## config.mk

```make
export PLATFORM = sky130hd
export DESIGN_NAME = nearest_neighbor_rgb_downscaler_core
export DESIGN_NICKNAME = d
export VERILOG_FILES = /design/src/hw/rtl/nnds_pkg.sv /design/src/hw/rtl/nnds_front.sv /design/src/hw/rtl/nnds_queue.sv /design/src/hw/rtl/nnds_back.sv /design/src/hw/rtl/nearest_neighbor_rgb_downscaler_core.sv
export SDC_FILE = /design/constraint.sdc
export NUM_CORES = 1
export LEC_CHECK = 0
export ABC_AREA = 1
export BUFFER_PORTS_ARGS = -buffer_cell sky130_fd_sc_hd__buf_2
export CAP_MARGIN = 20
export CORE_ASPECT_RATIO = 1.5
export CORE_MARGIN = 5
export CORE_UTILIZATION = 57
export CTS_CLUSTER_SIZE = 24
export DETAILED_ROUTE_END_ITERATION = 8
export PLACE_DENSITY_LB_ADDON = 0.25
export SETUP_SLACK_MARGIN = 0.05
export SYNTH_ARGS = -nofsm -noshare
export SYNTH_HDL_FRONTEND = slang
export SYNTH_SLANG_ARGS = --single-unit
```

## constraint.sdc

```tcl
create_clock -name clk -period 5.3 [get_ports clk]
set_input_delay 0.795 -clock clk [delete_from_list [all_inputs] [get_ports clk]]
set_output_delay 0.795 -clock clk [all_outputs]
set_load 0.02 [all_outputs]
```

## src/hw/rtl/nnds_pkg.sv

```systemverilog
// Package for the nearest-neighbour RGB downscaler.
// Holds pixel payload types, register indexes, queue constants and the size clamp.
// No dependencies.
package nnds_pkg;

  localparam int REG_W   = 13;
  localparam int CNT_W   = 12;
  localparam int REM_W   = 14;
  localparam int CHAN_W  = 8;
  localparam int IDX_W   = 2;

  localparam int Q_DEPTH = 4;
  localparam int Q_PTR_W = 2;
  localparam int Q_CNT_W = 3;

  localparam logic [IDX_W-1:0] REG_SOURCE_WIDTH  = 2'd0;
  localparam logic [IDX_W-1:0] REG_SOURCE_HEIGHT = 2'd1;
  localparam logic [IDX_W-1:0] REG_TARGET_WIDTH  = 2'd2;
  localparam logic [IDX_W-1:0] REG_TARGET_HEIGHT = 2'd3;

  localparam logic [REG_W-1:0] RESET_SOURCE_WIDTH  = 13'd640;
  localparam logic [REG_W-1:0] RESET_SOURCE_HEIGHT = 13'd480;
  localparam logic [REG_W-1:0] RESET_TARGET_WIDTH  = 13'd96;
  localparam logic [REG_W-1:0] RESET_TARGET_HEIGHT = 13'd96;

  typedef struct packed {
    logic [CHAN_W-1:0] red_in;
    logic [CHAN_W-1:0] green_in;
    logic [CHAN_W-1:0] blue_in;
  } in_pixel_t;

  typedef struct packed {
    logic [CHAN_W-1:0] red_out;
    logic [CHAN_W-1:0] green_out;
    logic [CHAN_W-1:0] blue_out;
    logic              frame_end;
  } out_pixel_t;

  typedef struct packed {
    logic full;
    logic empty;
  } q_stat_t;

  function automatic logic [REG_W-1:0] clamp_size(input logic [REG_W-1:0] v,
                                                  input logic [REG_W-1:0] lim);
    logic [REG_W-1:0] r;
    if (v == '0) begin
      r = {{(REG_W-1){1'b0}}, 1'b1};
    end else if (v > lim) begin
      r = lim;
    end else begin
      r = v;
    end
    return r;
  endfunction

  function automatic logic [REM_W-1:0] advance_rem(input logic [REM_W-1:0] rem,
                                                   input logic [REG_W-1:0] src,
                                                   input logic [REG_W-1:0] tgt);
    logic [REM_W:0]   sum;
    logic [REM_W-1:0] r;
    sum = {1'b0, rem} + {2'b00, src} - {2'b00, tgt};
    if (rem >= {1'b0, tgt}) begin
      r = rem - {1'b0, tgt};
    end else begin
      r = sum[REM_W-1:0];
    end
    return r;
  endfunction

endpackage

```

## src/hw/rtl/nnds_front.sv

```systemverilog
// Front stage: size registers, source/output counters and remainder tracking.
// Classifies each accepted pixel and pushes selected ones into the queue.
// Depends on nnds_pkg.
module nnds_front #(
  parameter int MAX_DIMENSION = 4096
) (
  input  logic                      clk,
  input  logic                      rst_n,
  input  logic                      cfg_we,
  input  logic [nnds_pkg::IDX_W-1:0] cfg_index,
  input  logic [nnds_pkg::REG_W-1:0] cfg_data,
  input  logic                      in_valid,
  output logic                      in_stall,
  input  nnds_pkg::in_pixel_t       in_data,
  input  nnds_pkg::q_stat_t         q_stat,
  output logic                      push,
  output nnds_pkg::out_pixel_t      push_data
);

  localparam logic [nnds_pkg::REG_W-1:0] DIM_LIM =
    (MAX_DIMENSION > 8191) ? 13'd8191 : nnds_pkg::REG_W'(MAX_DIMENSION);

  logic [nnds_pkg::REG_W-1:0] src_w_r, src_h_r, tgt_w_r, tgt_h_r;
  logic [nnds_pkg::CNT_W-1:0] src_col_r, src_col_nxt, src_row_r, src_row_nxt;
  logic [nnds_pkg::CNT_W-1:0] out_col_r, out_col_nxt, out_row_r, out_row_nxt;
  logic [nnds_pkg::REM_W-1:0] col_rem_r, col_rem_nxt, row_rem_r, row_rem_nxt;

  logic [nnds_pkg::REG_W-1:0] w, h, tw, th;
  logic                       row_taken, col_taken, accept, last_col, last_row;

  always_ff @(posedge clk) begin
    if (!rst_n) begin
      src_w_r <= nnds_pkg::RESET_SOURCE_WIDTH;
      src_h_r <= nnds_pkg::RESET_SOURCE_HEIGHT;
      tgt_w_r <= nnds_pkg::RESET_TARGET_WIDTH;
      tgt_h_r <= nnds_pkg::RESET_TARGET_HEIGHT;
    end else if (cfg_we) begin
      unique case (cfg_index)
        nnds_pkg::REG_SOURCE_WIDTH:  src_w_r <= cfg_data;
        nnds_pkg::REG_SOURCE_HEIGHT: src_h_r <= cfg_data;
        nnds_pkg::REG_TARGET_WIDTH:  tgt_w_r <= cfg_data;
        nnds_pkg::REG_TARGET_HEIGHT: tgt_h_r <= cfg_data;
        default: ;
      endcase
    end
  end

  assign w  = nnds_pkg::clamp_size(src_w_r, DIM_LIM);
  assign h  = nnds_pkg::clamp_size(src_h_r, DIM_LIM);
  assign tw = nnds_pkg::clamp_size(tgt_w_r, w);
  assign th = nnds_pkg::clamp_size(tgt_h_r, h);

  assign in_stall  = q_stat.full;
  assign accept    = in_valid && !in_stall;
  assign row_taken = row_rem_r < {1'b0, th};
  assign col_taken = col_rem_r < {1'b0, tw};
  assign last_col  = {1'b0, src_col_r} >= (w - 13'd1);
  assign last_row  = {1'b0, src_row_r} >= (h - 13'd1);

  assign push                = accept && row_taken && col_taken;
  assign push_data.red_out   = in_data.red_in;
  assign push_data.green_out = in_data.green_in;
  assign push_data.blue_out  = in_data.blue_in;
  assign push_data.frame_end = ({1'b0, out_row_r} == (th - 13'd1)) &&
                               ({1'b0, out_col_r} == (tw - 13'd1));

  always_comb begin
    src_col_nxt = src_col_r;
    src_row_nxt = src_row_r;
    out_col_nxt = out_col_r;
    out_row_nxt = out_row_r;
    col_rem_nxt = col_rem_r;
    row_rem_nxt = row_rem_r;
    if (accept) begin
      if (row_taken && col_taken) begin
        out_col_nxt = out_col_r + 12'd1;
      end
      if (last_col) begin
        src_col_nxt = '0;
        col_rem_nxt = '0;
        out_col_nxt = '0;
        if (row_taken) begin
          out_row_nxt = out_row_r + 12'd1;
        end
        if (last_row) begin
          src_row_nxt = '0;
          row_rem_nxt = '0;
          out_row_nxt = '0;
        end else begin
          src_row_nxt = src_row_r + 12'd1;
          row_rem_nxt = nnds_pkg::advance_rem(row_rem_r, h, th);
        end
      end else begin
        src_col_nxt = src_col_r + 12'd1;
        col_rem_nxt = nnds_pkg::advance_rem(col_rem_r, w, tw);
      end
    end
  end

  always_ff @(posedge clk) begin
    if (!rst_n) begin
      src_col_r <= '0;
      src_row_r <= '0;
      out_col_r <= '0;
      out_row_r <= '0;
      col_rem_r <= '0;
      row_rem_r <= '0;
    end else begin
      src_col_r <= src_col_nxt;
      src_row_r <= src_row_nxt;
      out_col_r <= out_col_nxt;
      out_row_r <= out_row_nxt;
      col_rem_r <= col_rem_nxt;
      row_rem_r <= row_rem_nxt;
    end
  end

endmodule

```

## src/hw/rtl/nnds_queue.sv

```systemverilog
// Short queue between front and back stages of the downscaler.
// Holds selected pixels; reports full and empty as one status struct.
// Depends on nnds_pkg.
module nnds_queue (
  input  logic                 clk,
  input  logic                 rst_n,
  input  logic                 push,
  input  nnds_pkg::out_pixel_t push_data,
  input  logic                 pop,
  output nnds_pkg::out_pixel_t pop_data,
  output nnds_pkg::q_stat_t    q_stat
);

  nnds_pkg::out_pixel_t               mem_r [nnds_pkg::Q_DEPTH];
  logic [nnds_pkg::Q_PTR_W-1:0]       wr_ptr_r, rd_ptr_r;
  logic [nnds_pkg::Q_CNT_W-1:0]       count_r, count_nxt;

  assign q_stat.full  = count_r == nnds_pkg::Q_CNT_W'(nnds_pkg::Q_DEPTH);
  assign q_stat.empty = count_r == '0;
  assign pop_data     = mem_r[rd_ptr_r];

  always_comb begin
    count_nxt = count_r;
    if (push && !pop) begin
      count_nxt = count_r + 3'd1;
    end else if (pop && !push) begin
      count_nxt = count_r - 3'd1;
    end
  end

  always_ff @(posedge clk) begin
    if (push) begin
      mem_r[wr_ptr_r] <= push_data;
    end
  end

  always_ff @(posedge clk) begin
    if (!rst_n) begin
      wr_ptr_r <= '0;
      rd_ptr_r <= '0;
      count_r  <= '0;
    end else begin
      if (push) begin
        wr_ptr_r <= wr_ptr_r + 2'd1;
      end
      if (pop) begin
        rd_ptr_r <= rd_ptr_r + 2'd1;
      end
      count_r <= count_nxt;
    end
  end

endmodule

```

## src/hw/rtl/nnds_back.sv

```systemverilog
// Back stage: output register of the downscaler result channel.
// Pulls from the queue whenever the register is free or being drained.
// Depends on nnds_pkg.
module nnds_back (
  input  logic                 clk,
  input  logic                 rst_n,
  input  nnds_pkg::q_stat_t    q_stat,
  input  nnds_pkg::out_pixel_t pop_data,
  output logic                 pop,
  output logic                 out_valid,
  input  logic                 out_stall,
  output nnds_pkg::out_pixel_t out_data
);

  logic                 out_valid_r, out_valid_nxt;
  nnds_pkg::out_pixel_t out_data_r;

  assign pop           = !q_stat.empty && (!out_valid_r || !out_stall);
  assign out_valid_nxt = pop || (out_valid_r && out_stall);

  always_ff @(posedge clk) begin
    if (!rst_n) begin
      out_valid_r <= 1'b0;
    end else begin
      out_valid_r <= out_valid_nxt;
    end
  end

  always_ff @(posedge clk) begin
    if (pop) begin
      out_data_r <= pop_data;
    end
  end

  assign out_valid = out_valid_r;
  assign out_data  = out_data_r;

endmodule

```

## src/hw/rtl/nearest_neighbor_rgb_downscaler_core.sv

```systemverilog
// Nearest-neighbour RGB888 downscaler, top level.
// Takes one source pixel per clock in raster order while in_stall is low and passes on the
// pixels that land on the target grid; frame_end marks the last pixel of each output frame.
// Sizes are written through the cfg_ port (index 0..3: source width, source height, target
// width, target height) and are clamped so that only downscaling happens. In the front
// counter stage the column remainder updates per accepted pixel, the row remainder per source
// row; a selected pixel then passes a four-entry queue and the output register. Input is
// stalled only when the queue is full. Depends on nnds_pkg, nnds_front, nnds_queue, nnds_back.
module nearest_neighbor_rgb_downscaler_core #(
  parameter int MAX_DIMENSION = 4096
) (
  input  logic                       clk,
  input  logic                       rst_n,
  input  logic                       cfg_valid,
  output logic                       cfg_ready,
  input  logic [nnds_pkg::IDX_W-1:0] cfg_index,
  input  logic [nnds_pkg::REG_W-1:0] cfg_data,
  input  logic                       in_valid,
  output logic                       in_stall,
  input  nnds_pkg::in_pixel_t        in_data,
  output logic                       out_valid,
  input  logic                       out_stall,
  output nnds_pkg::out_pixel_t       out_data
);

  logic                 push, pop;
  nnds_pkg::out_pixel_t push_data, pop_data;
  nnds_pkg::q_stat_t    q_stat;

  assign cfg_ready = 1'b1;

  nnds_front #(
    .MAX_DIMENSION(MAX_DIMENSION)
  ) u_front (
    .clk      (clk),
    .rst_n    (rst_n),
    .cfg_we   (cfg_valid && cfg_ready),
    .cfg_index(cfg_index),
    .cfg_data (cfg_data),
    .in_valid (in_valid),
    .in_stall (in_stall),
    .in_data  (in_data),
    .q_stat   (q_stat),
    .push     (push),
    .push_data(push_data)
  );

  nnds_queue u_queue (
    .clk      (clk),
    .rst_n    (rst_n),
    .push     (push),
    .push_data(push_data),
    .pop      (pop),
    .pop_data (pop_data),
    .q_stat   (q_stat)
  );

  nnds_back u_back (
    .clk      (clk),
    .rst_n    (rst_n),
    .q_stat   (q_stat),
    .pop_data (pop_data),
    .pop      (pop),
    .out_valid(out_valid),
    .out_stall(out_stall),
    .out_data (out_data)
  );

endmodule

```

==> results.md <==
Status:
- The flow ran to the end, and the final reports show no timing, DRC or antenna violations.

Worst setup path:
- The nature of the critical path startpoint is a flip-flop.
- The cell repeated most along the worst path is sky130_fd_sc_hd__nand2_1.
- The slowest stage of the critical path is the sky130_fd_sc_hd__fa_1 cell.
- The largest single stage delay on the critical path is 0.49 ns.
- Of all nets on the critical path, the largest fanout is 12.
- The classification of the worst setup path is flip-flop to flip-flop.
- Grouping stages by cell kind, the critical path spends the most delay in simple AND/OR/NAND/NOR gates.
- At the worst endpoint, the arrival time is 5.38 ns.
- The startpoint of the lowest-slack register-to-register path is u_front.src_w_r[7].
- STA puts the critical path data required time at 5.76 ns.
- The number of buffer and inverter instances along the worst setup path is 7.
- The endpoint type of the worst setup path is a flip-flop.
- Tracing the worst setup path back leads to its startpoint at u_front.src_w_r[7].

Logic synthesis:
- In this run the biggest area consumer among cell types represents 22.36% of the synthesized area.
- The number of flops mapped to enable cells by yosys is 125.
- The number of library cell types mapped by synthesis is 51.
- Of all cell types, the one taking the most synthesized area is sky130_fd_sc_hd__edfxtp_1.
- In the post-synthesis netlist, the biggest area contributors are sky130_fd_sc_hd__edfxtp_1, sky130_fd_sc_hd__dfxtp_1, sky130_fd_sc_hd__nand2_1, sky130_fd_sc_hd__ha_1, sky130_fd_sc_hd__inv_1.
- The most numerous cell in the Yosys netlist is sky130_fd_sc_hd__nand2_1.
- The net count after synthesis is 2,329.
- The synthesized netlist cell count is 2,140.
- The share of flip-flops with an asynchronous set or reset is 0%.
- After synthesis the netlist holds a flip-flop and latch count of 261.
- After synthesis, the most frequently instantiated cells are sky130_fd_sc_hd__nand2_1, sky130_fd_sc_hd__inv_1, sky130_fd_sc_hd__nor2_1.
- In the synthesized netlist the dominant register cell turns out to be sky130_fd_sc_hd__dfxtp_1.
- The Yosys step of the flow raised 0 warnings.
- The synthesized area divided by synthesized cell count is 7.846 sq um.
- The cell area after synthesis is 16,790 sq um.
- After synthesis, flip-flops and latches occupy 38.57% of the total area.

Drt:
- Once detail routing completed, the nets flagged for antenna violations numbered 0.
- The final wirelength is 45,520 um.
- Summing over every cut layer, the via total after detailed routing is 14,853.
- The number of vias per cell is 5.528.
- The post-detailed-route wirelength per cell is 16.94 um.
- The number of design-rule violations left by the first detailed-router iteration is 944.
- The first TritonRoute pass finished after 5 iterations.
- The remaining routing DRC violations is 0.

Timing:
- The hold violation count in the final report came to 0.
- Clock skew on the completed layout was measured at 0.03092 ns.
- The transition time of the tightest slew-check pin is 0.9691 ns.
- The peak clock frequency supported by timing is 0.2030 GHz.
- Headroom to the max-slew limit came out at 34.90%.
- Setup violations remaining at the end of the flow were counted as 0.
- The routed design could run at a clock period as short as 4.926 ns.
- Of the available clock period, the critical path in the final layout requires 92.95%.
- Setup repair after global routing could not meet its margin everywhere.
- The max-slew violation count is 0.

Floorplan:
- The initial cell density of the core is 57.33%.
- The floorplan has 77 rows.
- Measured along the y axis, the die boundary spans 220.2 um.
- The die covers 33,060 sq um.
- The die width is 150.1 um.
- The number of top-level design ports is 72.
- The standard cell core area is 29,290 sq um.

Min path:
- The worst hold path belongs to the class input port to flip-flop.
- The origin of the worst min-delay path is in_data[19].

Placed design:
- The HPWL after detailed placement is 34,170 um.
- The number of buffers added on ports is 70.
- Routability-driven placement finished with a final weighted congestion of 0.9601.

GRT:
- Global routing consumed, over all layers together, 27.44% of the routing resources.
- The total overflow left after global routing is 0.
- The initial antenna violation count is 1.
- The wire length of the first global-routing pass is 73,130 um.
- Entering global routing, the biggest net connects 52 pins.
- The number of global-route vias before repair was 14,680.

Clocking:
- The number of buffers created by CTS is 25.
- The cell at the root of the clock tree is sky130_fd_sc_hd__clkbuf_16.
- The later pin in the worst-skew pair is clocked with a latency of 0.56 ns.
- After clock tree synthesis, the clock-pin slew on the worst setup and hold paths is 0.07 ns.
- TritonCTS built the clock tree.
- Counting along the longest clock path gives a buffer depth of 3.
- The count of clock tree sinks is 261.
- For this design, the CTS-stage hold fixing added 0 buffers.
- CTS built an H-tree with a depth of 1.

Power and ir drop:
- For this design the static power due to leakage is 8.640 nW.
- Power spread over the standard cell area amounts to 450.2 nW/um^2.
- The power after layout is 8.646 mW.
- The maximum VDD drop is 0.4208 mV.

Run:
- The tool flagged a number of max-cap violations equal to 0.

Final layout:
- Registers take 6476 sq um.
- Counting the fill cells in the layout gives 2,542.
- Cells fill 65.58% of the core in the end.
- The share of final-layout standard cells stronger than drive strength 1 is 13.05%.
- In the final design database the tool counted 2,461 nets.
- In the final layout, the multi-input gates occupy 9159 sq um.
- The area overhead of the layout relative to synthesis is 14.39%.
## final cells by class
type | count | share of cell area, %
Clock buffer | 34 | 3.700
Antenna cell | 1 | 0.01303
Multi-Input combinational cell | 1528 | 47.69
Inverter | 294 | 5.778
Tap cell | 395 | 2.573
Sequential cell | 261 | 33.72
Timing Repair Buffer | 162 | 5.870
Clock inverter | 12 | 0.6580
## registers in the layout (all words and copies together) (netlist names)
| signal | flops |
|---|---|
| u_back.out_data | 25 |
| u_back.out_valid | 1 |
| u_front.col_rem_r | 14 |
| u_front.out_col_r | 12 |
| u_front.out_row_r | 12 |
| u_front.row_rem_r | 14 |
| u_front.src_col_r | 12 |
| u_front.src_h_r | 13 |
| u_front.src_row_r | 12 |
| u_front.src_w_r | 13 |
| u_front.tgt_h_r | 13 |
| u_front.tgt_w_r | 13 |
| u_queue.count_r | 3 |
| u_queue.mem_r | 100 |
| u_queue.rd_ptr_r | 2 |
| u_queue.wr_ptr_r | 2 |
## cell usage in the layout, fill, tap and decap left out, types with 28 or more instances in the layout
| cell type | n |
|---|---|
| sky130_fd_sc_hd__nor3_1 | 30 |
| sky130_fd_sc_hd__nand3_1 | 124 |
| sky130_fd_sc_hd__inv_1 | 282 |
| sky130_fd_sc_hd__nor2_1 | 203 |
| sky130_fd_sc_hd__o22ai_1 | 28 |
| sky130_fd_sc_hd__buf_4 | 85 |
| sky130_fd_sc_hd__buf_2 | 70 |
| sky130_fd_sc_hd__edfxtp_1 | 125 |
| sky130_fd_sc_hd__o21ai_0 | 150 |
| sky130_fd_sc_hd__dfxtp_1 | 136 |
| sky130_fd_sc_hd__nand4_1 | 42 |
| sky130_fd_sc_hd__nand2_1 | 430 |
| sky130_fd_sc_hd__a21oi_1 | 141 |
| sky130_fd_sc_hd__xnor2_1 | 28 |
| sky130_fd_sc_hd__xor2_1 | 70 |
| sky130_fd_sc_hd__ha_1 | 109 |
## metrics by stage
stage	setup TNS, ns	instances	area (sq um)	setup WS (ns)	hold slack, ns
6_report	0	2687	19210	0.3738	0.4652
5_1_grt	-0.4386	2687	19210	-0.1102	0.4425
4_1_cts	0	2676	18900	0.1127	0.4432
3_5_place_dp	0	2630	18050	0.01531	0.4571
3_3_place_gp	0	2629	18020	0.1650	0.4509
2_1_floorplan	-30.16	2140	16790	-0.3016	0.4409
## power by group
part	internal, mW	total, mW	switching (mW)
Clock	1.01	1.83	0.817
Combinational	1.49	4.08	2.60
Sequential	2.55	2.73	0.182
Total	5.05	8.65	3.60
## path summary, 6_finish.rpt
path	end	slack [ns]	depth (start not counted)
worst max-delay path	u_front.col_rem_r[13]	0.37	32
worst min-delay path	u_queue.mem_r[3][20]	0.47	1
worst max register to register	u_front.col_rem_r[13]	0.37	32
worst min register to register	u_front.col_rem_r[0]	0.47	2
## metal layers
metal / part of all wire [%] / global-route usage [%] / wire (um)
met4: 5.4 / 13.61 / 2450
met1: 38 / 31.31 / 17300
met5: 0 / 0 / 0
met2: 52 / 50.61 / 23780
met3: 4.4 / 2.909 / 1986
## kinds of logic after synthesis
logic type      Yosys count  share of synthesized area (%)
compound gates          379                          12.44
xor+xnor                 99                          5.209
fa+ha+maj               145                          12.10
buf+inv                 352                          8.361
flops                   261                          38.57
other cells               1                        0.02233
simple gates            903                          23.30
## repair_timing
item                       4_1_cts  5_1_grt
setup endpoints to repair        1      146
resized for setup                3       54
pin swaps                        0       17
gates cloned                     0        1
buffers inserted                 0        9
Power figures use the tool's default switching activity.
